[config.mk]
export PLATFORM = sky130hd
export DESIGN_NAME = atp_div
export DESIGN_NICKNAME = d
export VERILOG_FILES = /design/src/hdl/atp_pkg.sv /design/src/hdl/atp_div.sv
export SDC_FILE = /design/constraint.sdc
export NUM_CORES = 2
export LEC_CHECK = 0
export BUFFER_PORTS_ARGS = -buffer_cell sky130_fd_sc_hd__buf_2
export CORE_ASPECT_RATIO = 1.1
export CORE_MARGIN = 10
export CORE_UTILIZATION = 67
export CTS_CLUSTER_DIAMETER = 60
export DETAILED_ROUTE_END_ITERATION = 10
export MAX_ROUTING_LAYER = met4
export PLACE_DENSITY_LB_ADDON = 0.15
export SYNTH_ARGS = -nofsm -noshare
export SYNTH_HDL_FRONTEND = slang
export SYNTH_SLANG_ARGS = --single-unit
[constraint.sdc]
create_clock -name i_clk -period 8.93 [get_ports i_clk]
set_input_delay 1.3395 -clock i_clk [delete_from_list [all_inputs] [get_ports i_clk]]
set_output_delay 1.3395 -clock i_clk [all_outputs]
set_load 0.005 [all_outputs]
[src/hdl/atp_pkg.sv]
package atp_pkg;

    // Internal fixed-point format: unsigned magnitudes with 30 fraction bits
    localparam int IFRAC = 30;
    // Ratio width: z <= 1.0, so one integer bit on top of the fraction
    localparam int ZW = IFRAC + 1;
    // Width of the signed angle sum before rounding (|angle| < 4.0)
    localparam int RW = 34;
    // Pipeline depth: two front stages, one divider stage per quotient bit,
    // four polynomial stages and two output stages
    localparam int LATENCY = ZW + 8;

    // Polynomial and angle constants, rounded to the internal format
    localparam logic [63:0] N1_Q64 =
        ((64'd97239411 << IFRAC) + 64'd50000000) / 64'd100000000;
    localparam logic [63:0] N2M_Q64 =
        ((64'd19194795 << IFRAC) + 64'd50000000) / 64'd100000000;
    localparam logic [63:0] PI_Q64 =
        ((64'd3141592654 << IFRAC) + 64'd500000000) / 64'd1000000000;
    localparam logic [63:0] HPI_Q64 =
        ((64'd1570796327 << IFRAC) + 64'd500000000) / 64'd1000000000;

    localparam logic [IFRAC-1:0] N1_Q = N1_Q64[IFRAC-1:0];
    localparam logic [IFRAC-1:0] N2M_Q = N2M_Q64[IFRAC-1:0];
    localparam logic signed [RW-1:0] PI_R = PI_Q64[RW-1:0];
    localparam logic signed [RW-1:0] HPI_R = HPI_Q64[RW-1:0];

    // Angle offset applied to the polynomial term
    typedef enum logic [2:0] {
        BASE_ZERO,
        BASE_PI_POS,
        BASE_PI_NEG,
        BASE_HPI_POS,
        BASE_HPI_NEG
    } t_base;

    // Control that travels alongside the ratio through the pipeline
    typedef struct packed {
        t_base base;
        logic  flip;
        logic  use_term;
    } t_side;

endpackage

[src/hdl/atp_div.sv]
module atp_div #(
    parameter int COORD_WIDTH = 16
) (
    input  logic                     i_clk,
    input  logic                     i_rst_n,
    input  logic                     i_valid,
    input  logic [COORD_WIDTH-1:0]   i_num,
    input  logic [COORD_WIDTH-1:0]   i_den,
    input  atp_pkg::t_side           i_side,
    output logic                     o_valid,
    output logic [atp_pkg::ZW-1:0]   o_z,
    output atp_pkg::t_side           o_side
);
    import atp_pkg::*;

    localparam int W = COORD_WIDTH;

    // One restoring step per stage; stage k settles quotient bit ZW-1-k
    logic [W-1:0]  r_rem  [ZW];
    logic [W-1:0]  r_den  [ZW];
    logic [ZW-1:0] r_q    [ZW];
    t_side         r_side [ZW];
    logic [ZW-1:0] r_vld;

    logic [W:0]    trial   [ZW];
    logic [W:0]    diff    [ZW];
    logic [W-1:0]  den_in  [ZW];
    logic [ZW-1:0] q_in    [ZW];
    t_side         side_in [ZW];
    logic [ZW-1:0] vld_in;
    logic [ZW-1:0] ge;
    logic [W-1:0]  n_rem   [ZW];
    logic [ZW-1:0] n_q     [ZW];

    // Route each stage's inputs; the first stage tests the integer bit unshifted
    always_comb begin
        trial[0]   = {1'b0, i_num};
        den_in[0]  = i_den;
        q_in[0]    = '0;
        side_in[0] = i_side;
        vld_in[0]  = i_valid;
        for (int k = 1; k < ZW; k++) begin
            trial[k]   = {r_rem[k-1], 1'b0};
            den_in[k]  = r_den[k-1];
            q_in[k]    = r_q[k-1];
            side_in[k] = r_side[k-1];
            vld_in[k]  = r_vld[k-1];
        end
    end

    // Compare and subtract in every stage
    always_comb begin
        for (int k = 0; k < ZW; k++) begin
            diff[k]  = trial[k] - {1'b0, den_in[k]};
            ge[k]    = (trial[k] >= {1'b0, den_in[k]});
            n_rem[k] = ge[k] ? diff[k][W-1:0] : trial[k][W-1:0];
            n_q[k]   = {q_in[k][ZW-2:0], ge[k]};
        end
    end

    // Advance all stages
    always_ff @(posedge i_clk) begin
        if (!i_rst_n) begin
            r_vld <= '0;
        end else begin
            r_vld <= vld_in;
        end
        for (int k = 0; k < ZW; k++) begin
            r_rem[k]  <= n_rem[k];
            r_den[k]  <= den_in[k];
            r_q[k]    <= n_q[k];
            r_side[k] <= side_in[k];
        end
    end

    assign o_valid = r_vld[ZW-1];
    assign o_z     = r_q[ZW-1];
    assign o_side  = r_side[ZW-1];

endmodule

Word-level counts from Yosys, hierarchy flattened

Memory sizes are Yosys's and may differ from the RTL's.
Index checks and enable logic that the tools add are counted.

Memory bits (writable): 2108
Memories: 4
Bits in registers: 31

Add/subtract/negate cells: 31
Magnitude comparators: 31
Muxes and demuxes: 31

Memory list:

| memory | depth | width | rd ports | clocked after memory_dff | write ports | line          | text |
|---|---|---|---|---|---|---|---|
| r_q    | 31    | 31    | 31       | 0                        | 31          | atp_div.sv:21 | `logic [ZW-1:0] r_q [ZW];` |
| r_den  | 31    | 16    | 30       | 0                        | 31          | atp_div.sv:20 | `logic [W-1:0] r_den [ZW];` |
| r_rem  | 31    | 16    | 30       | 0                        | 31          | atp_div.sv:19 | `logic [W-1:0] r_rem [ZW];` |
| r_side | 31    | 5     | 31       | 0                        | 31          | atp_div.sv:22 | `t_side r_side [ZW];` |

Operators by type and width:

| kind                                             | count |
|---|---|
| 17-bit by 16-bit >= comparator with 1-bit output | 30 |
| 16-bit 2-to-1 mux                                | 31 |
| 16-bit subtractor                                | 31 |
| 16-bit >= comparator                             | 1 |

Longest topological paths before layout

An unclocked memory read counts as a cell.

Depth after elaboration: 3
Mapped depth: 13

Least setup slack after synthesis

No wires, ideal clock.

Kind: input port to flip-flop
Start point: input i_num[0]
End point: memory r_rem[0][14] (netlist name)
Data arrival time: 3.450 ns
Slack: 5.405 ns
Library setup time: 0.075 ns
Required time: 8.855 ns
Stages: 12
Cell sequence: inv_1 > ha_1 > fa_1 > nor2b_1 > o22ai_1 > nand3_1 > nand4_1 > and3_1 > o21ai_1 > clkbuf_1 > o31ai_1 > o21ai_0

RTL lines:

| item        | line          | text |
|---|---|---|
| from (decl) | atp_div.sv:7  | `input logic [COORD_WIDTH-1:0] i_num,` |
| to (decl)   | atp_div.sv:19 |  |

==> impl_metrics.json <==
{
  "clkPwrFrac_pct": 22.5,
  "boundaryPins": 77,
  "setup_slack_ns": 5.459,
  "crit_type": "reg -> reg",
  "worstPathMaxFanout": 12,
  "numCtsBuffers": 154,
  "h-tree-depth": 4,
  "cts_tree": "built",
  "ys.flop_type": "dfxtp_1",
  "tightestPinTransition_ns": 1.111,
  "period_share_pct": 38.87,
  "cts.path.max_buffers": 3,
  "report.final.hold_viol_count": 0,
  "cp.arrival_ns": 4.12,
  "synthesis.area_um2": 62470,
  "syn_nets": 6555,
  "synth_top_cell_area_share_pct": 52.62,
  "startpoint_type": "flop",
  "coreArea_um2": 92520,
  "wl_per_cell_um": 15.89,
  "drive_gt1_share_pct": 10.69,
  "vias_per_cell": 5.501,
  "peakVddDrop_uv": 263.2,
  "cts-root-buf": "clkbuf_16",
  "synthTopCellsByArea": "dfxtp_1 53%, ha_1 9.9%, mux2_2 4.1%, inv_1 3.8%, xnor2_1 2.8%",
  "run_status": "completed",
  "wl_um": 119800,
  "fp.dieArea_um2": 105900,
  "grtUsageTotal_pct": 22.89,
  "fin_nets": 6731,
  "synth-seq-area-share_pct": 52.62,
  "relSlewSlack_pct": 25.71,
  "drc": 0,
  "yosysTopAreaCell": "dfxtp_1",
  "tns_ns": 0,
  "period_minus_slack_ns": 3.471,
  "cts_setup_buffers": 0,
  "setup_viol": 0,
  "finalClockSkew_ns": 0.02446,
  "yosys_warnings": 0,
  "hpwl_um": 86910,
  "grt_pass1_vias": 41120,
  "synth-seq-cells": 1642,
  "clk_pin_slew_ns": 0.06,
  "reg2reg_from": "r_den[0][1]$_DFF_P_",
  "grt_max_degree": 33,
  "area_delta_synth_final_pct": 11.26,
  "yosys.cell_count.top_type": "dfxtp_1",
  "synth-edff-count": 0,
  "synthCells": 5990,
  "place_ws_ns": 4.982,
  "avgSynthCellArea_um2": 10.43,
  "die_h_um": 340.2,
  "cts_hold_buf": 0,
  "required_ns": 9.58,
  "port_buffers": 76,
  "async_flop_share_pct": 0,
  "initial_core_util_pct": 67.52,
  "min_from": "r_q[0][406]$_DFF_P_",
  "maxSlewViolCount": 0,
  "drtAntennaViolNets": 0,
  "p_seq_share_pct": 37.2,
  "hold_path.class": "reg -> reg",
  "maxCapViolCount": 0,
  "fmax_ghz": 0.2881,
  "synthDistinctLibCells": 78,
  "worstSkewPairLatency_ns": 0.77,
  "gr-total-overflow": 0,
  "holdWs_ns": 0.3176,
  "cts_resized": 0,
  "swShare_pct": 34.79,
  "rows": 117,
  "cts_sinks": 1642,
  "antenna_found_initial": 0,
  "switching_power_mw": 10.31,
  "synth_common_cells": "1642 x dfxtp_1, 635 x inv_1, 495 x ha_1, 389 x nand2_1, 296 x a21oi_1",
  "p_int_mw": 19.33,
  "p_comb_share_pct": 40.4,
  "rsz0062_at_grt": "false",
  "powerDensity_nw_per_um2": 426.5,
  "diodes": 0,
  "dr.first_iter.drc_count": 2602,
  "gp_congestion": 0.9105,
  "drt_first_pass_iters": 6,
  "n_fill_cell": 6383,
  "crit_start": "r_den[0][1]$_DFF_P_",
  "cp-end-kind": "flop",
  "power.leakage_nw": 31.69,
  "die_x_um": 311.1,
  "vias": 41460,
  "grt_pass1_wl_um": 198300
}
## cell type report
cell class	instances	area [um^2]	area share (%)
clock inverters	76	998.5	1.437
inverters	635	2384	3.430
multi-input cells	3648	26930	38.74
well taps	1249	1563	2.249
clock buffers	201	4310	6.202
flip-flops and latches	1642	32870	47.30
repair buffers	85	447.9	0.6445
## sequential cells by signal, indices dropped and copies added, names as in the netlist
signal,cells
r_q,496
r_rem,480
r_vld,31
r_den,480
r_side,155
## per-stage QoR
step / instance area [um^2] / total power, mW / util [%] / std cells
after global placement: 64190 / 22.54 / 69.38 / 7259
after detailed placement: 64190 / 22.85 / 69.38 / 7259
after CTS: 69500 / 29.75 / 75.12 / 7536
final: 69500 / 29.64 / 75.12 / 7536
after global routing: 69500 / 31.71 / 75.12 / 7536
after floorplan: 62470 / 20.29 / - / 5990
## cells by family after synthesis
group                    after synthesis  share of synthesized area (%)
AO/OA/AOI/OAI                       1178                          12.31
flip-flops                          1642                          52.62
buffers and inverters                700                          4.340
adder cells (fa/ha/maj)              525                          10.88
AND/OR/NAND/NOR                     1381                          10.88
multiplexers                         267                          4.803
XOR/XNOR                             297                          4.164
## cell usage in the layout (no fill, tap or decap), types with 50 or more instances in the layout
cell       instances
a21o_1            98
a21oi_1          295
and2_1            59
buf_2             76
clkbuf_16        154
dfxtp_1         1642
ha_1             495
inv_1            635
mux2_2           230
nand2_1          389
nand2b_1          50
nand3_1           90
nand4_1           66
nor2_1           272
nor2b_1          102
nor3_1           139
o21a_1            80
o21ai_0          271
o31ai_1           56
or3_1             68
xnor2_1          197
xor2_1           100
## power by group through the flow
stage / clock network, mW / logic (mW) / registers (mW)
final: 6.66 / 12.0 / 11.0
after detailed placement: 0 / 11.7 / 11.1
after floorplan: 0 / 9.66 / 10.6
after global placement: 0 / 11.4 / 11.1
after CTS: 6.78 / 11.9 / 11.0
after global routing: 7.07 / 13.4 / 11.2
## layer usage
metal	vias to the layer above	track usage (%)	share of wire, %
met4	0	7.818	2.8
met3	269	3.413	4.0
met2	867	40.74	51
met1	19370	26.11	43
li1	20950	-	-
met5	-	-	0
## final timing paths
path,to,slack (ns),depth (start not counted)
setup reg to reg,r_rem[0][20]$_DFF_P_,5.46,11
hold reg to reg,r_q[0][438]$_DFF_P_,0.32,0
setup / recovery,r_rem[0][20]$_DFF_P_,5.46,11
hold / removal,r_q[0][438]$_DFF_P_,0.32,0
## worst max-delay path, stage by stage, from the launching register on
cell	delay (ns)
dfxtp_1	0.38
inv_1	0.06
ha_1	0.30
ha_1	0.19
nand4_1	0.12
nor3_1	0.08
or4_1	0.43
or3_1	0.32
a31oi_1	0.36
or2_1	0.44
inv_1	0.33
mux2_2	0.35
Note: power is estimated with default switching activity, not from simulation.
