File: src/hdl/atp_pkg.sv
package atp_pkg;

    // Internal fixed-point format: unsigned magnitudes with 30 fraction bits
    localparam int IFRAC = 30;
    // Ratio width: z <= 1.0, so one integer bit on top of the fraction
    localparam int ZW = IFRAC + 1;
    // Width of the signed angle sum before rounding (|angle| < 4.0)
    localparam int RW = 34;
    // Pipeline depth: two front stages, one divider stage per quotient bit,
    // four polynomial stages and two output stages
    localparam int LATENCY = ZW + 8;

    // Polynomial and angle constants, rounded to the internal format
    localparam logic [63:0] N1_Q64 =
        ((64'd97239411 << IFRAC) + 64'd50000000) / 64'd100000000;
    localparam logic [63:0] N2M_Q64 =
        ((64'd19194795 << IFRAC) + 64'd50000000) / 64'd100000000;
    localparam logic [63:0] PI_Q64 =
        ((64'd3141592654 << IFRAC) + 64'd500000000) / 64'd1000000000;
    localparam logic [63:0] HPI_Q64 =
        ((64'd1570796327 << IFRAC) + 64'd500000000) / 64'd1000000000;

    localparam logic [IFRAC-1:0] N1_Q = N1_Q64[IFRAC-1:0];
    localparam logic [IFRAC-1:0] N2M_Q = N2M_Q64[IFRAC-1:0];
    localparam logic signed [RW-1:0] PI_R = PI_Q64[RW-1:0];
    localparam logic signed [RW-1:0] HPI_R = HPI_Q64[RW-1:0];

    // Angle offset applied to the polynomial term
    typedef enum logic [2:0] {
        BASE_ZERO,
        BASE_PI_POS,
        BASE_PI_NEG,
        BASE_HPI_POS,
        BASE_HPI_NEG
    } t_base;

    // Control that travels alongside the ratio through the pipeline
    typedef struct packed {
        t_base base;
        logic  flip;
        logic  use_term;
    } t_side;

endpackage

File: src/hdl/atp_out.sv
module atp_out #(
    parameter int ANGLE_FRAC_BITS = 13
) (
    input  logic                         i_clk,
    input  logic                         i_rst_n,
    input  logic                         i_valid,
    input  logic [atp_pkg::ZW-1:0]       i_t,
    input  atp_pkg::t_side               i_side,
    output logic                         o_valid,
    output logic [ANGLE_FRAC_BITS+2:0]   o_angle
);
    import atp_pkg::*;

    localparam int AW     = ANGLE_FRAC_BITS + 3;
    localparam int RSHIFT = IFRAC - ANGLE_FRAC_BITS;
    localparam logic signed [RW:0] HALF = (RW+1)'(64'd1 << (RSHIFT - 1));
    localparam logic signed [RW:0] AMAX = (RW+1)'((64'd1 << (AW - 1)) - 64'd1);
    localparam logic signed [RW:0] AMIN = -AMAX - (RW+1)'(1);

    logic                 r_s1_vld;
    logic signed [RW-1:0] r_s1_r;
    logic                 r_s2_vld;
    logic [AW-1:0]        r_s2_angle;

    logic signed [RW-1:0] base;
    logic signed [RW-1:0] term;
    logic signed [RW-1:0] n_s1_r;
    logic signed [RW:0]   sum;
    logic signed [RW:0]   shifted;
    logic [AW-1:0]        n_s2_angle;

    // Add the offset and the signed polynomial term
    always_comb begin
        case (i_side.base)
            BASE_ZERO:    base = '0;
            BASE_PI_POS:  base = PI_R;
            BASE_PI_NEG:  base = -PI_R;
            BASE_HPI_POS: base = HPI_R;
            BASE_HPI_NEG: base = -HPI_R;
            default:      base = '0;
        endcase
        term   = i_side.use_term ? signed'(RW'(i_t)) : '0;
        n_s1_r = i_side.flip ? base - term : base + term;
    end

    // Round half up to the output grid and clamp to the field range
    always_comb begin
        sum     = {r_s1_r[RW-1], r_s1_r} + HALF;
        shifted = sum >>> RSHIFT;
        if (shifted > AMAX) begin
            n_s2_angle = AMAX[AW-1:0];
        end else if (shifted < AMIN) begin
            n_s2_angle = AMIN[AW-1:0];
        end else begin
            n_s2_angle = shifted[AW-1:0];
        end
    end

    always_ff @(posedge i_clk) begin
        if (!i_rst_n) begin
            r_s1_vld <= 1'b0;
            r_s2_vld <= 1'b0;
        end else begin
            r_s1_vld <= i_valid;
            r_s2_vld <= r_s1_vld;
        end
        r_s1_r     <= n_s1_r;
        r_s2_angle <= n_s2_angle;
    end

    assign o_valid = r_s2_vld;
    assign o_angle = r_s2_angle;

endmodule

File: config.mk
export PLATFORM = sky130hd
export DESIGN_NAME = atp_out
export DESIGN_NICKNAME = d
export VERILOG_FILES = /design/src/hdl/atp_pkg.sv /design/src/hdl/atp_out.sv
export SDC_FILE = /design/constraint.sdc
export NUM_CORES = 1
export LEC_CHECK = 0
export BUFFER_PORTS_ARGS = -buffer_cell sky130_fd_sc_hd__buf_4
export CORE_MARGIN = 8
export CORE_UTILIZATION = 40
export CTS_CLUSTER_DIAMETER = 200
export DETAILED_ROUTE_END_ITERATION = 10
export PLACE_DENSITY = 0.59
export SYNTH_ARGS = -nofsm -noshare
export SYNTH_HDL_FRONTEND = slang
export SYNTH_SLANG_ARGS = --single-unit
File: constraint.sdc
create_clock -name i_clk -period 5.44 [get_ports i_clk]
set_input_delay 0.544 -clock i_clk [delete_from_list [all_inputs] [get_ports i_clk]]
set_output_delay 0.544 -clock i_clk [all_outputs]
set_load 0.02 [all_outputs]
Yosys cells after proc, flatten, opt, wreduce, memory -nomap -nowiden
Cells that the tools add are included.
- $add $sub $neg: 3
- order comparisons: 2
- equal/unequal tests: 4
- multiplexer cells: 4
- operators with widths (operator ; number):
    case mux 34 bit (4 select lines) ; 1
    adder 34 x 18 -> 35 bit (second input constant) ; 1
    adder 34 x 32 -> 34 bit ; 1
    two-way mux 34 bit ; 1
    subtractor 34 x 32 -> 34 bit ; 1
    two-way mux 31 bit ; 1
    > comparator 18 x 16 -> 1 bit (second input constant) ; 1
    less-than comparator 18 x 16 -> 1 bit (second input constant) ; 1
    two-way mux 16 bit ; 1
    equality test 3 x 2 -> 1 bit (second input constant) ; 2
    equality test 3 x 1 -> 1 bit (second input constant) ; 1
    equality test 3 bit (second input constant) ; 1
- bits in registers: 52
- input port bits: 39
- output and inout bits: 17
- logic and storage cells: 17

Longest topological paths before layout
- depth in word-level cells: 4
- mapped depth: 19
- depth with buffers taken out: 17

Worst setup path after synthesis
OpenSTA, ideal clock, no wires.
- path kind: input port to flip-flop
- start: input port i_side[0] (netlist name)
- end: register r_s1_r[30]
- library setup time: 0.122 ns
- data arrival time: 3.893 ns
- required time: 5.318 ns
- setup slack: 1.425 ns
- stages: 17
- buffers on the path: 2
- cells stage by stage: clkbuf_1 > buf_1 > nand2_1 > ha_1 > o21ai_0 > or3b_2 > o211ai_1 > o311ai_0 > ha_1 > nand2_1 > nor3_1 > nand3_1 > nand3_1 > nand2_1 > o311ai_4 > nor2_1 > a311o_1
- longest elaborated chain between the ends: 3
- ends and longest elaborated chain (what ; RTL line ; source):
    start: declaration ; atp_out.sv:8 ; input atp_pkg::t_side i_side,
    two-way mux 31 bit * ; atp_out.sv:42 ; term = i_side.use_term ? signed'(RW'(i_t)) : '0;
    adder 34 x 32 -> 34 bit / subtractor 34 x 32 -> 34 bit (equally long branches) ; atp_out.sv:43 ; n_s1_r = i_side.flip ? base - term : base + term;
    two-way mux 34 bit * ; atp_out.sv:43 ;
    via n_s1_r[30] ; atp_out.sv:27 ; logic signed [RW-1:0] n_s1_r;
    end signal: assignment ; atp_out.sv:67 ; r_s1_r <= n_s1_r;
    end: declaration ; atp_out.sv:21 ; logic signed [RW-1:0] r_s1_r;
Mark *: on every way through the listed nets, which the timed path passes. The rest lies on a longest branch.
A chain may end at the register's enable or synchronous reset.

Worst setup path after layout
Ends and elaborated chain as after synthesis.

==> impl_results.md <==
- Via density: between 5 and 6
- Post-Synthesis Net Count: 536
- Synth Warn #: 0
- Clk_skew: roughly 0.0032 ns
- Max-slew violations: 0
- CP endpoint kind: register
- Tmin final: 4.22 ns
- Largest net degree at the start of global routing: 44
- Prevailing post-synth register cell: dfxtp_1
- Crit path max-delay family: simple AND/OR/NAND/NOR gates
- Post-CTS sizing: 0
- Wire length per cell: approximately 13 µm
- CTS tree: done
- Ports: between 50 and 60
- Worst reg2reg path depth: 7
- Slew HR: 0.263
- Fill count: between 800 and 900
- Mapped Area: about 3500 µm²
- Storage cell area: around 720 µm²
- Max FO, Critical Path: 43
- CTS root buffer: clkbuf_8
- VDD IR max: approximately 0.13 mV
- Clk sink count: 36
- Fraction of layout cells with a size suffix above 1: 0.173
- Critical R2R Capture: o_angle[2]
- Die width: roughly 110 µm
- Placed cell areas: between 4000 and 5000 µm²
- H-tree depth: 2
- Commonest non-fill, non-tap cell in the layout: buf_4
- Core area: roughly 8600 µm²
- Min-delay worst type: register to register
- Crit path DAT: approximately 4.4 ns
- Leak: roughly 1.8 nW
- Row cnt: 34
- Critical path class: input pin to register
- Design area: 4110 µm²
- Post-synthesis cell type count: between 50 and 60
- ANT cells: 0
- Initial antenna violation count: 0
- PwrDens: about 320 nW/µm²
- Area of the multi-input gates: 2680 µm²
- Ys async rst share: 0
- DRC errors left: 0
- Worst path max stage delay: about 0.57 ns
- Starting Density: 0.408
- Tcrit/Tclk final: 0.775
- Critical path depth: 16
- DRT Pass-1 Iters: 5
- Cells along the critical path: buf_4 -> nand2_1 -> ha_1 -> o21ai_0 -> or3b_2 -> o211ai_1 -> o311ai_0 -> ha_1 -> nand2_1 -> nor3_1 -> nand3_1 -> nand3_1 -> nand2_1 -> o311ai_4 -> nor2_1 -> a311o_1
- TritonCTS buffer count: 5
- HPWL after DPL: between 7000 and 8000 µm
- Clock Path Buffers: 2
- CP Capture Point: r_s1_r[30]
- Worst slew pin tran: between 1 and 1.5 ns
- Final hold violations: 0
- Vias in the first global route: approximately 3200
- Critical Path RT: approximately 5.6 ns
- Area delta synth->final: 16.8%
- TNS Setup: 0 ns
- FF-to-FF Start: r_s1_r[16]
- Post-synthesis sequential area ratio: 0.205
- Post-synth EDFFs: 0
- Drt total wl: approximately 8400 µm
- Gr ovfl total: 0
- NumNets Final: about 590
- Die H: roughly 110 µm
- Syn Area/Cell: ~7.6 µm²
- Clk slew on worst S/H paths: 0.06 ns
- Worst Path Buf+Inv: 1
- Reg2reg setup slack: 2.83 ns
- Skew-Pair Late Insertion Delay: 0.27 ns
- Cells after synthesis: approximately 460
- Worst path most repeated cell: nand2_1
- GRT Overall Usage: 0.143
- CP startpoint: i_side[0]
- Post-DRT Antenna Nets: 0
- Die area: 12100 µm²
- Commonest non-fill, non-tap cells in the layout: buf_4, nand2_1, a21oi_1
- RSZ-0062 raised after global routing: no
- Final setup fails: 0
- Max-Cap Viols: 0
- Total setup buffers inserted after CTS: 0
- #FFs+latches synth: 36
- Fmax: 237 MHz
- Input/output buffers: 55
- Hold Buf Count CTS: 0
- Violation count after the first detailed-route iteration: between 100 and 150
- Status: finished clean
- Worst setup SP type: input pin
- Gpl congestion: between 0.8 and 0.9
- First-pass GRT wire length: roughly 14000 µm
- CP max stage cell: or3b_2
- Via count: between 3000 and 4000
==> metal layers <==
layer | share of wire | track usage | wire length [µm]
met4 | 0.0068 | 0.0260 | 57
met3 | 0.056 | 0.0147 | 467
met5 | 0 | 0 | 0
met2 | 0.44 | 0.235 | 3670
met1 | 0.50 | 0.199 | 4170
==> how the worst min path moves through the flow <==
stage / from / end / depth (start not counted)
after CTS: r_s1_vld / o_valid / 1
after global routing: i_valid / r_s1_vld / 2
final: r_s1_vld / o_valid / 1
after detailed placement: r_s1_vld / o_valid / 1
after global placement: r_s1_vld / o_valid / 1
after floorplan: r_s1_vld / o_valid / 1
==> cell families (layout without fill, tap and decap cells) <==
family                     after synthesis  after routing  share of synthesized area
DFF                                     36             36                      0.205
muxes                                    2              2                    0.00568
xor gates and xnor gates                48             48                      0.119
AOI/OAI and AO/OA                      139            139                      0.260
buffers and inverters                   26             77                     0.0344
adders and majority gates               34             34                      0.121
and+or+nand+nor                        178            178                      0.255
==> per-stage QoR <==
| step | setup slack [ns] | total power [mW] | std cells | util | hold slack (ns) |
|---|---|---|---|---|---|
| 2_1_floorplan | 1.42 | 0.894 | 463 | - | 0.412 |
| 3_3_place_gp | 1.02 | 1.09 | 614 | 0.464 | 0.423 |
| 3_5_place_dp | 0.963 | 1.09 | 614 | 0.464 | 0.433 |
| 4_1_cts | 1.25 | 1.31 | 622 | 0.476 | 0.451 |
| 5_1_grt | 0.943 | 1.41 | 622 | 0.476 | 0.474 |
| 6_report | 1.22 | 1.30 | 622 | 0.476 | 0.443 |
==> area by class of cell <==
class | count | share of cell area
Multi-Input combinational cell | 401 | 0.652
Sequential cell | 36 | 0.175
Timing Repair Buffer | 56 | 0.102
Tap cell | 108 | 0.0328
Clock buffer | 6 | 0.0176
Inverter | 13 | 0.0119
Clock inverter | 2 | 0.00852
==> worst reg2reg max path: cells and delay by family, from the launching register on <==
kind | cells | cell delay, ns
and+or+nand+nor | 4 | 1.00
AOI/OAI and AO/OA | 2 | 0.91
DFF | 1 | 0.35
adders and majority gates | 1 | 0.21
==> registers in the layout, indices dropped and copies added, names as in the netlist <==
name,flops
r_s1_vld,1
o_valid,1
r_s1_r,18
o_angle,16
==> cells in the mapped netlist (5+ instances only) <==
master    instances  share of area
xor2_1           26          0.065
inv_1            13          0.014
nor2b_1           7          0.012
o211ai_1          9          0.019
or3_1             6          0.011
a21oi_1          49          0.070
nand2_1          52          0.055
and2_1            6          0.011
ha_1             34           0.12
xnor2_1          22          0.055
o21ai_0          28          0.040
a21o_1            9          0.019
dfxtp_1          36           0.20
nand2b_1          5         0.0089
nand4_1           5         0.0089
and3_1            6          0.011
clkbuf_1          6         0.0064
nor2_1           47          0.050
nand3_1          18          0.026
nor3_1            9          0.013
o21ai_2          10          0.025
==> power by group <==
group	internal (mW)	switching (mW)
Combinational	0.288	0.363
Clock	0.136	0.0802
Sequential	0.374	0.0554
Total	0.798	0.499
(Power assumes the default switching activity.)
