<file path="src/hdl/atp_pkg.sv">
package atp_pkg;

    // Internal fixed-point format: unsigned magnitudes with 30 fraction bits
    localparam int IFRAC = 30;
    // Ratio width: z <= 1.0, so one integer bit on top of the fraction
    localparam int ZW = IFRAC + 1;
    // Width of the signed angle sum before rounding (|angle| < 4.0)
    localparam int RW = 34;
    // Pipeline depth: two front stages, one divider stage per quotient bit,
    // four polynomial stages and two output stages
    localparam int LATENCY = ZW + 8;

    // Polynomial and angle constants, rounded to the internal format
    localparam logic [63:0] N1_Q64 =
        ((64'd97239411 << IFRAC) + 64'd50000000) / 64'd100000000;
    localparam logic [63:0] N2M_Q64 =
        ((64'd19194795 << IFRAC) + 64'd50000000) / 64'd100000000;
    localparam logic [63:0] PI_Q64 =
        ((64'd3141592654 << IFRAC) + 64'd500000000) / 64'd1000000000;
    localparam logic [63:0] HPI_Q64 =
        ((64'd1570796327 << IFRAC) + 64'd500000000) / 64'd1000000000;

    localparam logic [IFRAC-1:0] N1_Q = N1_Q64[IFRAC-1:0];
    localparam logic [IFRAC-1:0] N2M_Q = N2M_Q64[IFRAC-1:0];
    localparam logic signed [RW-1:0] PI_R = PI_Q64[RW-1:0];
    localparam logic signed [RW-1:0] HPI_R = HPI_Q64[RW-1:0];

    // Angle offset applied to the polynomial term
    typedef enum logic [2:0] {
        BASE_ZERO,
        BASE_PI_POS,
        BASE_PI_NEG,
        BASE_HPI_POS,
        BASE_HPI_NEG
    } t_base;

    // Control that travels alongside the ratio through the pipeline
    typedef struct packed {
        t_base base;
        logic  flip;
        logic  use_term;
    } t_side;

endpackage

</file>
<file path="src/hdl/atp_poly.sv">
module atp_poly (
    input  logic                   i_clk,
    input  logic                   i_rst_n,
    input  logic                   i_valid,
    input  logic [atp_pkg::ZW-1:0] i_z,
    input  atp_pkg::t_side         i_side,
    output logic                   o_valid,
    output logic [atp_pkg::ZW-1:0] o_t,
    output atp_pkg::t_side         o_side
);
    import atp_pkg::*;

    localparam int SQW = 2 * ZW;
    localparam int PW  = IFRAC + ZW;

    logic            r_s1_vld;
    logic [SQW-1:0]  r_s1_sq;
    logic [ZW-1:0]   r_s1_z;
    t_side           r_s1_side;

    logic            r_s2_vld;
    logic [PW-1:0]   r_s2_n2;
    logic [ZW-1:0]   r_s2_z;
    t_side           r_s2_side;

    logic            r_s3_vld;
    logic [IFRAC-1:0] r_s3_p;
    logic [ZW-1:0]   r_s3_z;
    t_side           r_s3_side;

    logic            r_s4_vld;
    logic [PW-1:0]   r_s4_t;
    t_side           r_s4_side;

    logic [SQW-1:0]  n_s1_sq;
    logic [PW-1:0]   n_s2_n2;
    logic [IFRAC-1:0] n_s3_p;
    logic [PW-1:0]   n_s4_t;

    // z^2, then n2 * z^2, then p = n1 - n2 * z^2, then p * z
    always_comb begin
        n_s1_sq = SQW'(i_z) * SQW'(i_z);
        n_s2_n2 = PW'(N2M_Q) * PW'(r_s1_sq[2*IFRAC:IFRAC]);
        n_s3_p  = N1_Q - r_s2_n2[2*IFRAC-1:IFRAC];
        n_s4_t  = PW'(r_s3_p) * PW'(r_s3_z);
    end

    always_ff @(posedge i_clk) begin
        if (!i_rst_n) begin
            r_s1_vld <= 1'b0;
            r_s2_vld <= 1'b0;
            r_s3_vld <= 1'b0;
            r_s4_vld <= 1'b0;
        end else begin
            r_s1_vld <= i_valid;
            r_s2_vld <= r_s1_vld;
            r_s3_vld <= r_s2_vld;
            r_s4_vld <= r_s3_vld;
        end
        r_s1_sq   <= n_s1_sq;
        r_s1_z    <= i_z;
        r_s1_side <= i_side;
        r_s2_n2   <= n_s2_n2;
        r_s2_z    <= r_s1_z;
        r_s2_side <= r_s1_side;
        r_s3_p    <= n_s3_p;
        r_s3_z    <= r_s2_z;
        r_s3_side <= r_s2_side;
        r_s4_t    <= n_s4_t;
        r_s4_side <= r_s3_side;
    end

    assign o_valid = r_s4_vld;
    assign o_t     = r_s4_t[2*IFRAC:IFRAC];
    assign o_side  = r_s4_side;

endmodule

</file>
<file path="config.mk">
export PLATFORM = sky130hd
export DESIGN_NAME = atp_poly
export DESIGN_NICKNAME = d
export VERILOG_FILES = /design/src/hdl/atp_pkg.sv /design/src/hdl/atp_poly.sv
export SDC_FILE = /design/constraint.sdc
export NUM_CORES = 2
export LEC_CHECK = 0
export ABC_AREA = 1
export BUFFER_PORTS_ARGS = -buffer_cell sky130_fd_sc_hd__buf_4
export CORE_ASPECT_RATIO = 1.5
export CORE_MARGIN = 5
export CORE_UTILIZATION = 65
export DETAILED_ROUTE_END_ITERATION = 10
export GPL_ROUTABILITY_DRIVEN = 0
export PLACE_DENSITY = 0.89
export SLEW_MARGIN = 30
export SYNTH_ARGS = -nofsm -noshare
export SYNTH_HDL_FRONTEND = slang
export SYNTH_SLANG_ARGS = --single-unit
</file>
<file path="constraint.sdc">
create_clock -name i_clk -period 8.8 [get_ports i_clk]
set_clock_uncertainty 0.15 [all_clocks]
set_input_delay 0.88 -clock i_clk [delete_from_list [all_inputs] [get_ports i_clk]]
set_output_delay 0.88 -clock i_clk [all_outputs]
set_load 0.01 [all_outputs]
</file>
Word level (Yosys, flattened, before mapping):

Index checks and enable logic that the tools add are counted.

* memories kept: 0
* register bits: 327
* latch bits: 0
* ROM bits: 0
* bits in writable memories: 0
* input bits: 39

* shift-type cells: 0
* divide/modulo/power cells: 0
* eq/ne operators: 0
* $lt $le $gt $ge: 0
* reduce and logical (&&, ||, !) cells: 0
* add/subtract/negate cells: 1
* multipliers: 3
* bitwise gates (word level): 0
* mux-type cells: 0

Operator list (number)
* 30-bit by 31-bit multiplier with 61-bit output: 1
* 31-bit by 31-bit multiplier with 61-bit output: 1
* 27-bit by 31-bit multiplier with 58-bit output (first input constant): 1
* 30-bit by 29-bit subtractor with 30-bit output (first input constant): 1

Logic depth before layout (Yosys ltp):

* depth in word-level cells: 1
* mapped depth: 32
* depth with buffers taken out: 31

Worst setup path after synthesis:

OpenSTA, ideal clock, no wires.

* kind: input-to-reg
* from: input i_z[25] (netlist bit)
* to: register r_s1_sq[58]
* data arrival time: 6923 ps
* path slack: 1615 ps
* stages on the path: 26
* library setup time: 112 ps
* required time: 8538 ps
* buffers on the path: 2
* cell sequence: clkbuf_1 clkbuf_1 nand2_1 fa_1 fa_1 inv_1 fa_1 inv_1 fa_1 inv_1 fa_1 fa_1 fa_1 inv_1 fa_1 inv_1 ha_1 nand2_2 nor2_1 inv_2 nor2_2 inv_1 nor4_2 nand2_1 nand3_1 nand2_1

* cells in the longest elaborated chain, start to end: 1

RTL lines
* from (decl): line atp_poly.sv:5 `input logic [atp_pkg::ZW-1:0] i_z,`
* 31-bit by 31-bit multiplier with 61-bit output: line atp_poly.sv:42 `n_s1_sq = SQW'(i_z) * SQW'(i_z);`
* via n_s1_sq[58]: line atp_poly.sv:35 `logic [SQW-1:0] n_s1_sq;`
* to (signal assigned): line atp_poly.sv:60 `r_s1_sq <= n_s1_sq;`
* to (decl): line atp_poly.sv:17 `logic [SQW-1:0] r_s1_sq;`

The timed path passes the listed nets, and every way through them passes these cells.
A chain may end at the register's enable or synchronous reset.

Worst setup path after layout:

* from: register r_s3_z[22]
* to: register r_s4_t[55]

* cells in the longest elaborated chain, start to end: 1

RTL lines
* from (decl): line atp_poly.sv:28 `logic [ZW-1:0] r_s3_z;`
* from (signal assigned): line atp_poly.sv:67 `r_s3_z <= r_s2_z;`
* 30-bit by 31-bit multiplier with 61-bit output: line atp_poly.sv:45 `n_s4_t = PW'(r_s3_p) * PW'(r_s3_z);`
* via n_s4_t[55]: line atp_poly.sv:38 `logic [PW-1:0] n_s4_t;`
* to (signal assigned): line atp_poly.sv:69 `r_s4_t <= n_s4_t;`
* to (decl): line atp_poly.sv:32 `logic [PW-1:0] r_s4_t;`

The timed path passes the listed nets, and every way through them passes these cells.

==> run metrics <==
most common flop cell mapped by yosys=dfxtp_1; DRC violations left=0; reg2reg path depth=25; internal reg-to-reg setup slack=1.0 ns; Max Fanout on Critical Path=14; wire length of the first global-routing pass=359000 um; Placeable Area=118000 um2; post-layout minimum cycle time=7.80 ns; Worst Hold End=r_s2_z[27]$_DFF_P_; Via density=5.70; number of global-route vias before repair=72300; synthesis-to-finish area growth=3.75%; number of nets in the layout=12100; number of iterations in the first detailed-routing pass=8; worst hold path startpoint=r_s1_z[27]$_DFF_P_; number of clock buffers inserted by TritonCTS=25; data required time of the critical path=9.15 ns; hold violation total from the final report=0; post-route antenna net violation count=0; CTS tree=done; Min-Delay Path Depth=0; deepest level of the CTS H-tree=1; met1 routed wirelength after detailed routing=64000 um; most common cell after layout, fill and taps aside=inv_1; initial antenna violation count=5; post-DR wirelength/cell=20.2 um; Total GRT Usage=36.3%; Final Cycle Share=88.6%; startpoint type of the worst setup path=flop; CP Class=flop to flop; number of enable flip-flop cells after synthesis=0; post-route core utilization=67.9%; RSZ-0062 raised after global routing=false; die boundary height=431 um; origin of the critical flop-to-flop path=r_s3_z[22]$_DFF_P_; total wire length after detailed routing=225000 um; worst slew margin relative to its limit=25.0%; mean instance size in the synthesized netlist=7.96 um2; Setup Total Neg Slack=0 ns; Root Buffer Master=clkbuf_16; maximum clock frequency=128 MHz; Clock Latency Late Sink=0.64 ns; post-route worst hold slack=0.150 ns; die width=291 um; overflow left after global routing=0; worst-margin pin slew=1.12 ns; met3 WL=23200 um; Setup Fix Bufs, Post-CTS=0; FF-to-FF End=r_s4_t[55]$_DFF_P_; most frequent cells in the layout=inv_1 (3159), nand2_1 (2213), fa_1 (1722); Clock Sink Count=238; area share of the largest cell type after synthesis=44.8%; Hold/Removal Path Class=flop to flop; hold-fix buffer count after cts=0; final max-slew violation count=0; met2 wirelength from detailed routing=109000 um; Top Metal Used=met4; Synth area leader=fa_1; fraction of registers with async set or reset after synthesis=0%; number of instances resized during post-cts repair=0; YS warnings=0; net count of the mapped netlist=12200; number of violations reported at the end of detailed-routing iteration 0=5408; Die Footprint=125000 um2; pin count of the biggest net entering global routing=35; final number of setup-violating endpoints=0; starting utilization of the core area=65.4%; count of input and output buffers=75; max-capacitance violation count=0; endpoint kind of the worst setup timing path=flop; gate count after technology mapping=9662; post-synth design cell area=76900 um2; proportion of layout cells with a drive suffix above 1=3.54%; Unique masters post-synth=45; clock transition at the registers of the reported paths=0.10 ns; maximum clock path buffer count=3; outcome=completed; synthesized flop and latch total=238; data arrival time of the critical path=8.16 ns; ports placed on the boundary=76; HPWL reported at the end of detailed placement=181000 um; top area cells in the synthesized netlist=fa_1 (45%), inv_1 (15%), ha_1 (13%), nand2_1 (11%), dfxtp_1 (6.2%); vias after detailed routing=63500; part of the Yosys area used for sequential elements=6.20%; placement row count=154
## worst max path at each step
| stage | start | end | slack, ns | cells past startpoint |
|---|---|---|---|---|
| after CTS | r_s3_p[6]$_DFF_P_ | r_s4_t[51]$_DFF_P_ | 1.20 | 25 |
| after detailed placement | i_z[5] | r_s1_sq[34]$_DFF_P_ | 1.10 | 22 |
| after global routing | r_s3_p[3]$_DFF_P_ | r_s4_t[48]$_DFF_P_ | 0.93 | 25 |
| final | r_s3_z[22]$_DFF_P_ | r_s4_t[55]$_DFF_P_ | 1.0 | 25 |
| after floorplan | i_z[25] | r_s1_sq[58]$_DFF_P_ | 1.61 | 26 |
| after global placement | i_z[16] | r_s1_sq[59]$_DFF_P_ | 1.19 | 26 |
## cell families (layout without fill, tap and decap cells)
logic type | Yosys count | in the layout | synth area share, %
flip-flops | 238 | 238 | 6.20
adder cells (fa/ha/maj) | 2500 | 2500 | 57.5
buffers and inverters | 3481 | 3386 | 17.0
other | 0 | 6 | 0
XOR/XNOR | 80 | 80 | 0.912
AO/OA/AOI/OAI | 476 | 476 | 3.39
AND/OR/NAND/NOR | 2887 | 2887 | 15.0
## cell type report
| class | instances | area [um2] |
|---|---|---|
| Tap cell | 1560 | 1950 |
| Multi-Input combinational cell | 5943 | 59000 |
| Fill cell | 8475 | 37800 |
| Clock inverter | 16 | 179 |
| Inverter | 3201 | 12000 |
| Antenna cell | 6 | 15.0 |
| Sequential cell | 238 | 4810 |
| Timing Repair Buffer | 140 | 1080 |
| Clock buffer | 29 | 661 |
## worst max-delay path, cell delays in order, from the launching register on
cell     delay [ns]
dfxtp_1        1.05
nand2_1        0.19
inv_1          0.15
fa_1           0.47
fa_1           0.55
inv_1          0.05
fa_1           0.49
fa_1           0.51
inv_1          0.06
fa_1           0.58
fa_1           0.44
fa_1           0.52
inv_1          0.06
fa_1           0.57
inv_1          0.07
ha_1           0.35
nand2_1        0.26
inv_1          0.07
a21oi_1        0.30
o21ai_1        0.14
a21oi_1        0.25
nor2_1         0.07
nor2_1         0.13
nand2_1        0.07
nand2_1        0.05
nand2_1        0.07
## cells in the mapped netlist, types with 19 or more instances
master / n
o21bai_1: 33
o21ai_0: 123
inv_2: 40
xor2_1: 51
nor3_1: 23
fa_1: 1722
nand3_1: 160
nor2_1: 362
ha_1: 778
o21a_1: 19
clkbuf_1: 266
nor2_2: 36
xnor2_1: 29
nand4_1: 40
dfxtp_1: 238
nand2_1: 2213
a21oi_1: 251
inv_1: 3159
## state kept, by name, indices dropped and copies added (netlist names), 5 cells and up
register	cells
r_s1_sq	31
r_s1_z	31
r_s2_z	31
r_s3_z	31
r_s4_t	31
r_s3_p	30
r_s2_n2	29
o_side	5
r_s1_side	5
r_s2_side	5
r_s3_side	5
## layer usage
layer	global-route usage, %	vias to the layer above
li1	-	27000
met1	36.1	30200
met3	8.34	1954
met5	0	-
met4	35.5	0
met2	61.7	4318
## through the flow
step                cells  cell area [um2]  worst slack, ns
CTS                 11100            79700             1.20
global placement    11100            78800             1.19
detailed placement  11100            78800             1.10
global route        11100            79700            0.935
floorplan            9662            76900             1.61
finish              11100            79800            0.999
Power is left out: the tool's default activity adds up to more than one toggle a clock period on the data nets, which glitch-free logic cannot reach.
