==> config.mk <==
export PLATFORM = sky130hd
export DESIGN_NAME = atp_prep
export DESIGN_NICKNAME = d
export VERILOG_FILES = /design/src/hdl/atp_pkg.sv /design/src/hdl/atp_prep.sv
export SDC_FILE = /design/constraint.sdc
export NUM_CORES = 1
export LEC_CHECK = 0
export BUFFER_PORTS_ARGS = -buffer_cell sky130_fd_sc_hd__buf_2
export CAP_MARGIN = 5
export CORE_ASPECT_RATIO = 0.6
export CORE_MARGIN = 1.5
export CORE_UTILIZATION = 50
export CTS_BUF_LIST = sky130_fd_sc_hd__clkbuf_2
export DETAILED_ROUTE_END_ITERATION = 16
export GPL_TIMING_DRIVEN = 0
export MAX_ROUTING_LAYER = met4
export PLACE_DENSITY = 0.79
export SYNTH_ARGS = -nofsm -noshare
export SYNTH_HDL_FRONTEND = slang
export SYNTH_SLANG_ARGS = --single-unit
==> constraint.sdc <==
create_clock -name i_clk -period 2.41 [get_ports i_clk]
set_input_delay 0.3615 -clock i_clk [delete_from_list [all_inputs] [get_ports i_clk]]
set_output_delay 0.3615 -clock i_clk [all_outputs]
set_load 0.02 [all_outputs]
==> src/hdl/atp_pkg.sv <==
package atp_pkg;

    // Internal fixed-point format: unsigned magnitudes with 30 fraction bits
    localparam int IFRAC = 30;
    // Ratio width: z <= 1.0, so one integer bit on top of the fraction
    localparam int ZW = IFRAC + 1;
    // Width of the signed angle sum before rounding (|angle| < 4.0)
    localparam int RW = 34;
    // Pipeline depth: two front stages, one divider stage per quotient bit,
    // four polynomial stages and two output stages
    localparam int LATENCY = ZW + 8;

    // Polynomial and angle constants, rounded to the internal format
    localparam logic [63:0] N1_Q64 =
        ((64'd97239411 << IFRAC) + 64'd50000000) / 64'd100000000;
    localparam logic [63:0] N2M_Q64 =
        ((64'd19194795 << IFRAC) + 64'd50000000) / 64'd100000000;
    localparam logic [63:0] PI_Q64 =
        ((64'd3141592654 << IFRAC) + 64'd500000000) / 64'd1000000000;
    localparam logic [63:0] HPI_Q64 =
        ((64'd1570796327 << IFRAC) + 64'd500000000) / 64'd1000000000;

    localparam logic [IFRAC-1:0] N1_Q = N1_Q64[IFRAC-1:0];
    localparam logic [IFRAC-1:0] N2M_Q = N2M_Q64[IFRAC-1:0];
    localparam logic signed [RW-1:0] PI_R = PI_Q64[RW-1:0];
    localparam logic signed [RW-1:0] HPI_R = HPI_Q64[RW-1:0];

    // Angle offset applied to the polynomial term
    typedef enum logic [2:0] {
        BASE_ZERO,
        BASE_PI_POS,
        BASE_PI_NEG,
        BASE_HPI_POS,
        BASE_HPI_NEG
    } t_base;

    // Control that travels alongside the ratio through the pipeline
    typedef struct packed {
        t_base base;
        logic  flip;
        logic  use_term;
    } t_side;

endpackage

==> src/hdl/atp_prep.sv <==
module atp_prep #(
    parameter int COORD_WIDTH = 16
) (
    input  logic                          i_clk,
    input  logic                          i_rst_n,
    input  logic                          i_valid,
    input  logic signed [COORD_WIDTH-1:0] i_y,
    input  logic signed [COORD_WIDTH-1:0] i_x,
    output logic                          o_valid,
    output logic        [COORD_WIDTH-1:0] o_num,
    output logic        [COORD_WIDTH-1:0] o_den,
    output atp_pkg::t_side                o_side
);
    import atp_pkg::*;

    localparam int W = COORD_WIDTH;

    logic         r_s1_vld;
    logic [W-1:0] r_s1_ay;
    logic [W-1:0] r_s1_ax;
    logic         r_s1_yneg;
    logic         r_s1_xneg;
    logic         r_s1_xzero;
    logic         r_s1_yzero;

    logic [W-1:0] n_s1_ay;
    logic [W-1:0] n_s1_ax;

    logic         r_s2_vld;
    logic [W-1:0] r_s2_num;
    logic [W-1:0] r_s2_den;
    t_side        r_s2_side;

    logic         x_ge;
    logic [W-1:0] n_s2_num;
    logic [W-1:0] n_s2_den;
    t_side        n_s2_side;

    // Take magnitudes of both coordinates
    always_comb begin
        n_s1_ay = i_y[W-1] ? W'(-i_y) : W'(i_y);
        n_s1_ax = i_x[W-1] ? W'(-i_x) : W'(i_x);
    end

    always_ff @(posedge i_clk) begin
        if (!i_rst_n) begin
            r_s1_vld <= 1'b0;
        end else begin
            r_s1_vld <= i_valid;
        end
        r_s1_ay    <= n_s1_ay;
        r_s1_ax    <= n_s1_ax;
        r_s1_yneg  <= i_y[W-1];
        r_s1_xneg  <= i_x[W-1];
        r_s1_xzero <= (i_x == '0);
        r_s1_yzero <= (i_y == '0);
    end

    // Pick the octant: smaller magnitude over larger, and the offset to add
    always_comb begin
        x_ge            = (r_s1_ax >= r_s1_ay);
        n_s2_num        = x_ge ? r_s1_ay : r_s1_ax;
        n_s2_den        = x_ge ? r_s1_ax : r_s1_ay;
        n_s2_side.flip  = r_s1_yneg ^ r_s1_xneg ^ !x_ge;
        if (r_s1_xzero) begin
            n_s2_side.use_term = 1'b0;
            if (r_s1_yzero) begin
                n_s2_side.base = BASE_ZERO;
            end else if (r_s1_yneg) begin
                n_s2_side.base = BASE_HPI_NEG;
            end else begin
                n_s2_side.base = BASE_HPI_POS;
            end
        end else if (x_ge) begin
            n_s2_side.use_term = 1'b1;
            if (!r_s1_xneg) begin
                n_s2_side.base = BASE_ZERO;
            end else if (r_s1_yneg) begin
                n_s2_side.base = BASE_PI_NEG;
            end else begin
                n_s2_side.base = BASE_PI_POS;
            end
        end else begin
            n_s2_side.use_term = 1'b1;
            n_s2_side.base     = r_s1_yneg ? BASE_HPI_NEG : BASE_HPI_POS;
        end
    end

    always_ff @(posedge i_clk) begin
        if (!i_rst_n) begin
            r_s2_vld <= 1'b0;
        end else begin
            r_s2_vld <= r_s1_vld;
        end
        r_s2_num  <= n_s2_num;
        r_s2_den  <= n_s2_den;
        r_s2_side <= n_s2_side;
    end

    assign o_valid = r_s2_vld;
    assign o_num   = r_s2_num;
    assign o_den   = r_s2_den;
    assign o_side  = r_s2_side;

endmodule

; ---- After elaboration in Yosys (flattened, before gate mapping)
; Cells that the tools add are included.
; Widths: inputs -> output; s select.
[classes]
addsub = 2
n_lt_le_gt_ge = 1
muxes = 11
bitwise = 2
reduce_logical = 3
[ops]
columns = cell, n
row1 = $logic_not 16->1, 2
row2 = $mux 16, 2
row3 = $neg 16->16, 2
row4 = $mux 15, 2
row5 = $ge 16x16->1, 1
row6 = $mux 3, 4
row7 = $mux 2, 2
row8 = $xor 1x1->1, 2
row9 = $logic_not 1->1, 1
row10 = $mux 1, 1
[word_totals]
regBits = 75
inputBits = 35
out_inout_bits = 38
elab_cells = 34

; ---- Depth between registers and ports, before layout
; Gate-level depths: netlist of the first run.
[depth]
ltp_word = 4
ltp_mapped = 9
ltp_nobuf = 7

; ---- Worst setup path before layout of the first run
; No wires, ideal clock.
[synth_timing]
kind = register to register
startpoint = reg r_s1_ay[13]
endpoint = reg r_s2_den[0] (netlist: o_den[0])
setup_time_ps = 121
t_arrival_ps = 2290
t_required_ps = 2289
path_slack_ps = -1
stages_incl_launch_ff = 10
n_path_buf = 2
period_less_slack_ps = 2411
path_cell_list = dfxtp_1 inv_1 ha_1 and4_1 and2_1 a221oi_1 o21a_1 buf_2 buf_2 mux2_2
[synth_via]
elab_chain_cells = 2
[synth_rtl]
columns = item, line
row1 = "start, declared", atp_prep.sv:19  ; logic [W-1:0] r_s1_ay;
row2 = "start signal, assigned", atp_prep.sv:51  ; r_s1_ay <= n_s1_ay;
row3 = $ge 16x16->1, atp_prep.sv:61  ; x_ge = (r_s1_ax >= r_s1_ay);
row4 = $mux 16, atp_prep.sv:63  ; n_s2_den = x_ge ? r_s1_ax : r_s1_ay;
row5 = named net n_s2_den[0], atp_prep.sv:36  ; logic [W-1:0] n_s2_den;
row6 = "end signal, assigned", atp_prep.sv:96  ; r_s2_den <= n_s2_den;
row7 = "end, declared", atp_prep.sv:31  ; logic [W-1:0] r_s2_den;
; The timed path passes the listed nets, and every way through them passes these cells.
; A chain may end at the register's enable or synchronous reset.

; ---- Worst setup path in the final report of the first run
[layout_timing]
startpoint = reg r_s1_ay[13]
endpoint = reg r_s2_den[9] (netlist: o_den[9])
; Same word-level chain as after synthesis.

==> flow_summary.yaml, run 1 <==
cts:
  cts_buffers: 9
  clk_pin_slew_ps: 210
  clock-sinks: 75
  cts_tree: "yes"
  clk_path_buf_depth: 2
  cts_root_buffer: "clkbuf_2"
  clock_latency_ps: 490
  ctsHtreeMaxLevel: 3
route:
  antenna_left: 0
  routed.top_layer: "met4"
  drc: 0
  drt-met1-wl_um: 3110
  first_pass_iters: 4
  wl_met2_um: 2950
  via_per_inst: 5.01
  routedWlPerCell_um: 14.5
  detailroute.via_count: 2295
  wl_met3_um: 522
  drt_iter0_markers: 144
  routed_wl_um: 6630
yosys:
  synth_enable_flop_cells: 0
  ys_ff_latch: 75
  synth_area_leader_cell: "dfxtp_1"
  ys.flop_type: "dfxtp_1"
  synth_top_family_by_area: "multiplexers"
  yosysWarnings: 0
  yosysTopAreaCellShare: 0.498
  yosys.cell_types.count: 34
  synth_compound_area_frac: 0.102
  ys_seq_area_frac: 0.498
  netlist_area_um2: 3020
  ys_top_cells_by_area: "dfxtp_1 50%, mux2_2 12%, ha_1 8.3%"
  netlist_instances: 271
  synthArstFlopShare: 0
  synthMuxAreaShare: 0.119
  synth_fa_ha_area_frac: 0.0829
  synthesis.nets: 326
  yosys.area_share.simple: 0.0792
  syn_avg_cell_area_um2: 11.1
  synthXorXnorAreaFrac: 0.0784
worst_setup_path:
  cp.required_ps: 2820
  crit_path_start_kind: "flop"
  timing_worst_setup_path_type: "flop to flop"
  worstPathArrival_ps: 2740
  critical_path.startpoint: "r_s1_ay[13]$_DFF_P_"
  slowest_stage: "dfxtp_2"
  crit_fanout: 10
  worstReg2RegStart: "r_s1_ay[13]$_DFF_P_"
  cpPeakStageDelay_ps: 390
  end_kind: "flop"
  path_cells: "inv_1 > ha_1 > and4_4 > and2_1 > a221oi_4 > o21a_1 > buf_6 > buf_8 > mux2_2"
timing:
  fin_ws_ps: 76.2
  fmax_mhz: 428
  period_needed_ps: 2330
  worstMarginPinSlew_ps: 471
  timing.slew.headroom: 0.686
  setup_violations: 0
  skew_ps: 19.6
  hold_viol: 0
  slew_violations: 0
  post-route-period-util: 0.968
floorplan:
  dieHeight_um: 63.2
  die_w_um: 103
  start_util: 0.529
  rows: 21
  io_pins: 73
  core_area_um2: 5700
  die_area_um2: 6530
global_routing:
  grt_first_pass_wirelength_um: 10200
  grt_pass1_vias: 2084
  overflow: 0
  grtUsageTotal: 0.218
  grt_max_degree: 15
  antenna_found_initial: 0
pwr:
  switching_share: 0.298
  p_leak_uw: 0.00176
  power_switching_uw: 1050
  power_density_nw_per_um2: 899
  internal-power_uw: 2470
  ir_drop_mv: 0.322
  combPwrFrac: 0.285
  share_seq_of_total_power: 0.431
  pwr-share-clk: 0.284
  total_power_uw: 3520
finish:
  diodes: 0
  area_growth_pct: 29.9
  final_common_cell: "buf_2"
  multiInputGateArea_um2: 1440
  design_area_um2: 3920
  stdcell_count: 458
  drive_gt1_frac: 0.399
  layout_common_cells: "73 x buf_2, 69 x dfxtp_1, 32 x mux2_2, 27 x xnor2_1, 24 x inv_1"
  fin_nets: 428
  seqCellArea_um2: 1510
  post-route-util: 0.687
  fillers: 461
run:
  cap_violations: 0
placement:
  port-buffer-count: 72
  dp.cells: 423
  dp_hpwl_um: 4750
  dpl_worst_slack_ps: -559
  place_congestion: 0.901
  dpl_cell_area_um2: 3480
worst_hold_path:
  hold_class: "input pin to flop"
  holdCritStartpoint: "i_valid"
outcome:
  status: "completed"
-- power by group through the flow --
stage               logic, uW  registers (uW)  clock network (uW)
global placement          842            1540                   0
global route             1080            1540                1080
CTS                       937            1510                1020
finish                   1000            1520                1000
detailed placement        855            1540                   0
floorplan                 387            1720                   0
-- metrics by stage --
| stage | hold WS (ps) | TNS [ps] |
|---|---|---|
| 3_5_place_dp | 447 | -7370 |
| 5_1_grt | 1.30 | -95.4 |
| 3_3_place_gp | 417 | -6780 |
| 2_1_floorplan | 389 | 0 |
| 4_1_cts | 0.634 | 0 |
| 6_report | 45.3 | 0 |
-- layout make-up --
type,count,area share
tap,80,0.0255
clock buffer,9,0.0115
multi-input combinational,164,0.367
sequential,75,0.385
clock inverter,7,0.0380
timing repair buffer,91,0.134
inverter,24,0.0230
buffer,8,0.0153
-- logic make-up (layout without fill, tap and decap cells) --
kind of cell | Yosys count | after routing
compound gates | 42 | 42
xor+xnor | 27 | 27
fa+ha+maj | 20 | 20
buf+inv | 32 | 139
flops | 75 | 75
mux | 32 | 32
simple gates | 43 | 43
-- worst max-delay path, delay by kind of cell, from the launching register on --
| family | cells | cell delay, ps |
|---|---|---|
| and+or+nand+nor | 2 | 410 |
| AOI/OAI and AO/OA | 2 | 460 |
| adders and majority gates | 1 | 320 |
| buffers and inverters | 3 | 340 |
| DFF | 1 | 390 |
| muxes | 1 | 340 |
-- path summary, 6_finish.rpt --
| kind | cells after the start | end | slack, ps |
|---|---|---|---|
| min reg2reg | 1 | o_valid$_SDFF_PN0_ | 490 |
| min | 2 | r_s1_vld$_SDFF_PN0_ | 50 |
| max | 9 | o_den[9]$_DFF_P_ | 80 |
| max reg2reg | 9 | o_den[9]$_DFF_P_ | 80 |
-- timing repair --
action                                  4_1_cts  5_1_grt
pin swaps                                     2        1
hold buffers                                  5        4
resized for setup                            13       11
setup buffers                                 4        6
endpoints found under the setup margin       21       19
hold endpoints to repair                      5        5
-- state kept, by name (all words and copies together), names as in the netlist --
register,count
o_den,16
o_num,16
r_s1_ax,16
r_s1_ay,16
o_side,5
o_valid,1
r_s1_vld,1
r_s1_xneg,1
r_s1_xzero,1
r_s1_yneg,1
r_s1_yzero,1
-- per-layer routing --
metal	up-vias	track usage
li1	1146	-
met1	1055	0.302
met2	88	0.308
met3	6	0.0788
met4	0	0.0456
met5	-	-
-- cell usage after synthesis (all sizes together), types with 3 or more instances --
library cell and number:
and2 3, nand2 17, a21oi 3, buf 3
xnor2 27, nor3 3, o211ai 4, nand2b 3
nor2 3, o21ai 12, dfxtp 75, o41ai 5
o31ai 9, clkbuf 5, inv 24, ha 20
mux2 32, or4 4
Note: power is estimated with default switching activity, not from simulation.
==> run 2, diff against run 1 <==
Settings changed: ABC_AREA set to 1, REMOVE_ABC_BUFFERS set to 1.
==> flow_summary.yaml, run 2 <==
pwr:
  pwr-share-clk: 0.249
  p_leak_uw: 0.00203
  power_switching_uw: 976
  total_power_uw: 3000
  switching_share: 0.325
  ir_drop_mv: 0.613
  internal-power_uw: 2030
  share_seq_of_total_power: 0.496
  power_density_nw_per_um2: 789
  combPwrFrac: 0.254
floorplan:
  core_area_um2: 6170
  start_util: 0.522
  die_w_um: 107
  die_area_um2: 6950
  rows: 22
  io_pins: 73
  dieHeight_um: 65.2
timing:
  timing.slew.headroom: 0.605
  period_needed_ps: 1990
  setup_violations: 0
  setup-tns-final_ps: 0
  hold_viol: 0
  fmax_mhz: 501
  rsz0062_at_grt: "false"
  skew_ps: 8.44
  fin_ws_ps: 416
  post-route-period-util: 0.827
  slew_violations: 0
  worstMarginPinSlew_ps: 587
worst_setup_path:
  cp.required_ps: 2860
  timing_worst_setup_path_type: "flop to flop"
  crit_path_start_kind: "flop"
  reg2reg_slack_ps: 420
  end_kind: "flop"
  worstPathArrival_ps: 2440
  crit_fanout: 54
placement:
  port-buffer-count: 72
  dpl_worst_slack_ps: 478
  dp_hpwl_um: 5160
  dp.cells: 555
  place_congestion: 0.914
finish:
  diodes: 0
  final_common_cell: "nand2_1"
  post-route-util: 0.616
  seqCellArea_um2: 1500
  multiInputGateArea_um2: 1440
  layout_common_cells: "136 x nand2_1, 75 x dfxtp_1, 72 x buf_2, 51 x inv_1, 25 x nor2_1"
  fin_nets: 543
  area_growth_pct: 18.0
  fillers: 555
  drive_gt1_frac: 0.199
  stdcell_count: 577
global_routing:
  grtUsageTotal: 0.209
  antenna_found_initial: 0
  busiest_layer: "met2"
  grt_first_pass_wirelength_um: 10600
  globalRouteMet2Util: 0.304
  grt_max_degree: 55
  use_met1: 0.274
  grt_pass1_vias: 2403
  overflow: 0
  grtUsageMet3: 0.0744
cts:
  cts_buffers: 9
  cts_root_buffer: "clkbuf_2"
  ctsHtreeMaxLevel: 3
  clk_pin_slew_ps: 180
  clk_path_buf_depth: 2
  clock_latency_ps: 490
  clock-sinks: 75
  cts_tree: "yes"
yosys:
  synth_most_common_cell: "nand2_1"
  yosysTopAreaCellShare: 0.466
  netlist_area_um2: 3220
  netlist_instances: 407
  ys_ff_latch: 75
  synthArstFlopShare: 0
  syn_avg_cell_area_um2: 7.91
  yosys.cell_types.count: 27
  ys.flop_type: "dfxtp_1"
  synth_area_leader_cell: "dfxtp_1"
  ys_top_cells_by_count: "136 x nand2_1, 75 x dfxtp_1, 51 x inv_1"
  synth_enable_flop_cells: 0
  ys_seq_area_frac: 0.466
  yosysWarnings: 0
  ys_top_cells_by_area: "dfxtp_1 47%, nand2_1 16%, ha_1 7.8%"
route:
  via_per_inst: 4.79
  antenna_left: 0
  routedWlPerCell_um: 11.5
  detailroute.via_count: 2764
  drt_iter0_markers: 120
  drc: 0
  routed_wl_um: 6620
  first_pass_iters: 5
run:
  cap_violations: 0
worst_hold_path:
  hold_class: "input pin to flop"
outcome:
  status: "completed"
run 2: changes by cell type after synthesis, sizes merged, moves of 10 or more:
cell | before | now
a21oi | 3 | 13
inv | 24 | 54
mux2 | 32 | 0
nand2 | 17 | 138
nand3 | 0 | 10
nor2 | 3 | 27
o21ai | 12 | 22
xnor2 | 27 | 5
xor2 | 0 | 16
run 2: area by class of cell:
class                      instances  share of cell area
clock inverter                     6              0.0211
tap                               84              0.0276
timing repair buffer              78               0.111
sequential                        75               0.395
inverter                          54              0.0540
clock buffer                      10              0.0132
multi-input combinational        270               0.379
run 2: cell families (layout without fill, tap and decap cells):
kind of cell / after synthesis / after routing / share of synthesized area
fa+ha+maj: 20 / 20 / 0.0777
flops: 75 / 75 / 0.466
buf+inv: 62 / 148 / 0.0870
compound gates: 36 / 36 / 0.0602
xor+xnor: 21 / 21 / 0.0571
simple gates: 193 / 193 / 0.252
run 2: path summary, 6_finish.rpt:
kind | startpoint | to | depth (start not counted)
min reg2reg | r_s1_vld$_SDFF_PN0_ | o_valid$_SDFF_PN0_ | 2
min | i_x[3] | r_s1_ax[3]$_DFF_P_ | 2
max reg2reg | r_s1_ay[13]$_DFF_P_ | o_num[2]$_DFF_P_ | 9
max | r_s1_ay[13]$_DFF_P_ | o_num[2]$_DFF_P_ | 9
run 2: layer usage:
metal	wire (um)	vias to the layer above
li1	-	1433
met1	3360	1210
met2	2560	111
met3	616	10
met4	88	0
met5	0	-
run 2: power groups by stage:
| stage | Sequential (uW) | Combinational, uW | Clock [uW] |
|---|---|---|---|
| 2_1_floorplan | 1680 | 331 | 0 |
| 3_3_place_gp | 1510 | 737 | 0 |
| 3_5_place_dp | 1520 | 756 | 0 |
| 4_1_cts | 1490 | 762 | 764 |
| 5_1_grt | 1510 | 853 | 831 |
| 6_report | 1490 | 764 | 747 |
run 2: critical path, cell delays in order, from the launching register on:
cell and delay [ps]:
dfxtp_1 370, inv_1 60, ha_1 310, a21oi_1 230, o21ai_1 130, a21oi_4 200
nand2_8 220, inv_4 270, nand2_1 90, nand2_1 70
run 2: through the flow:
step | hold WS [ps] | cell area [um2]
final | 68.0 | 3800
after global routing | 3.09 | 3800
after global placement | 397 | 3610
after detailed placement | 406 | 3610
after CTS | 6.66 | 3760
after floorplan | 389 | 3150
run 2: timing repair:
item | 4_1_cts | 5_1_grt
endpoints found under the hold margin | 2 | 4
hold buffers | 2 | 4
buffers inserted | 0 | 0
gates resized for setup | 0 | 0
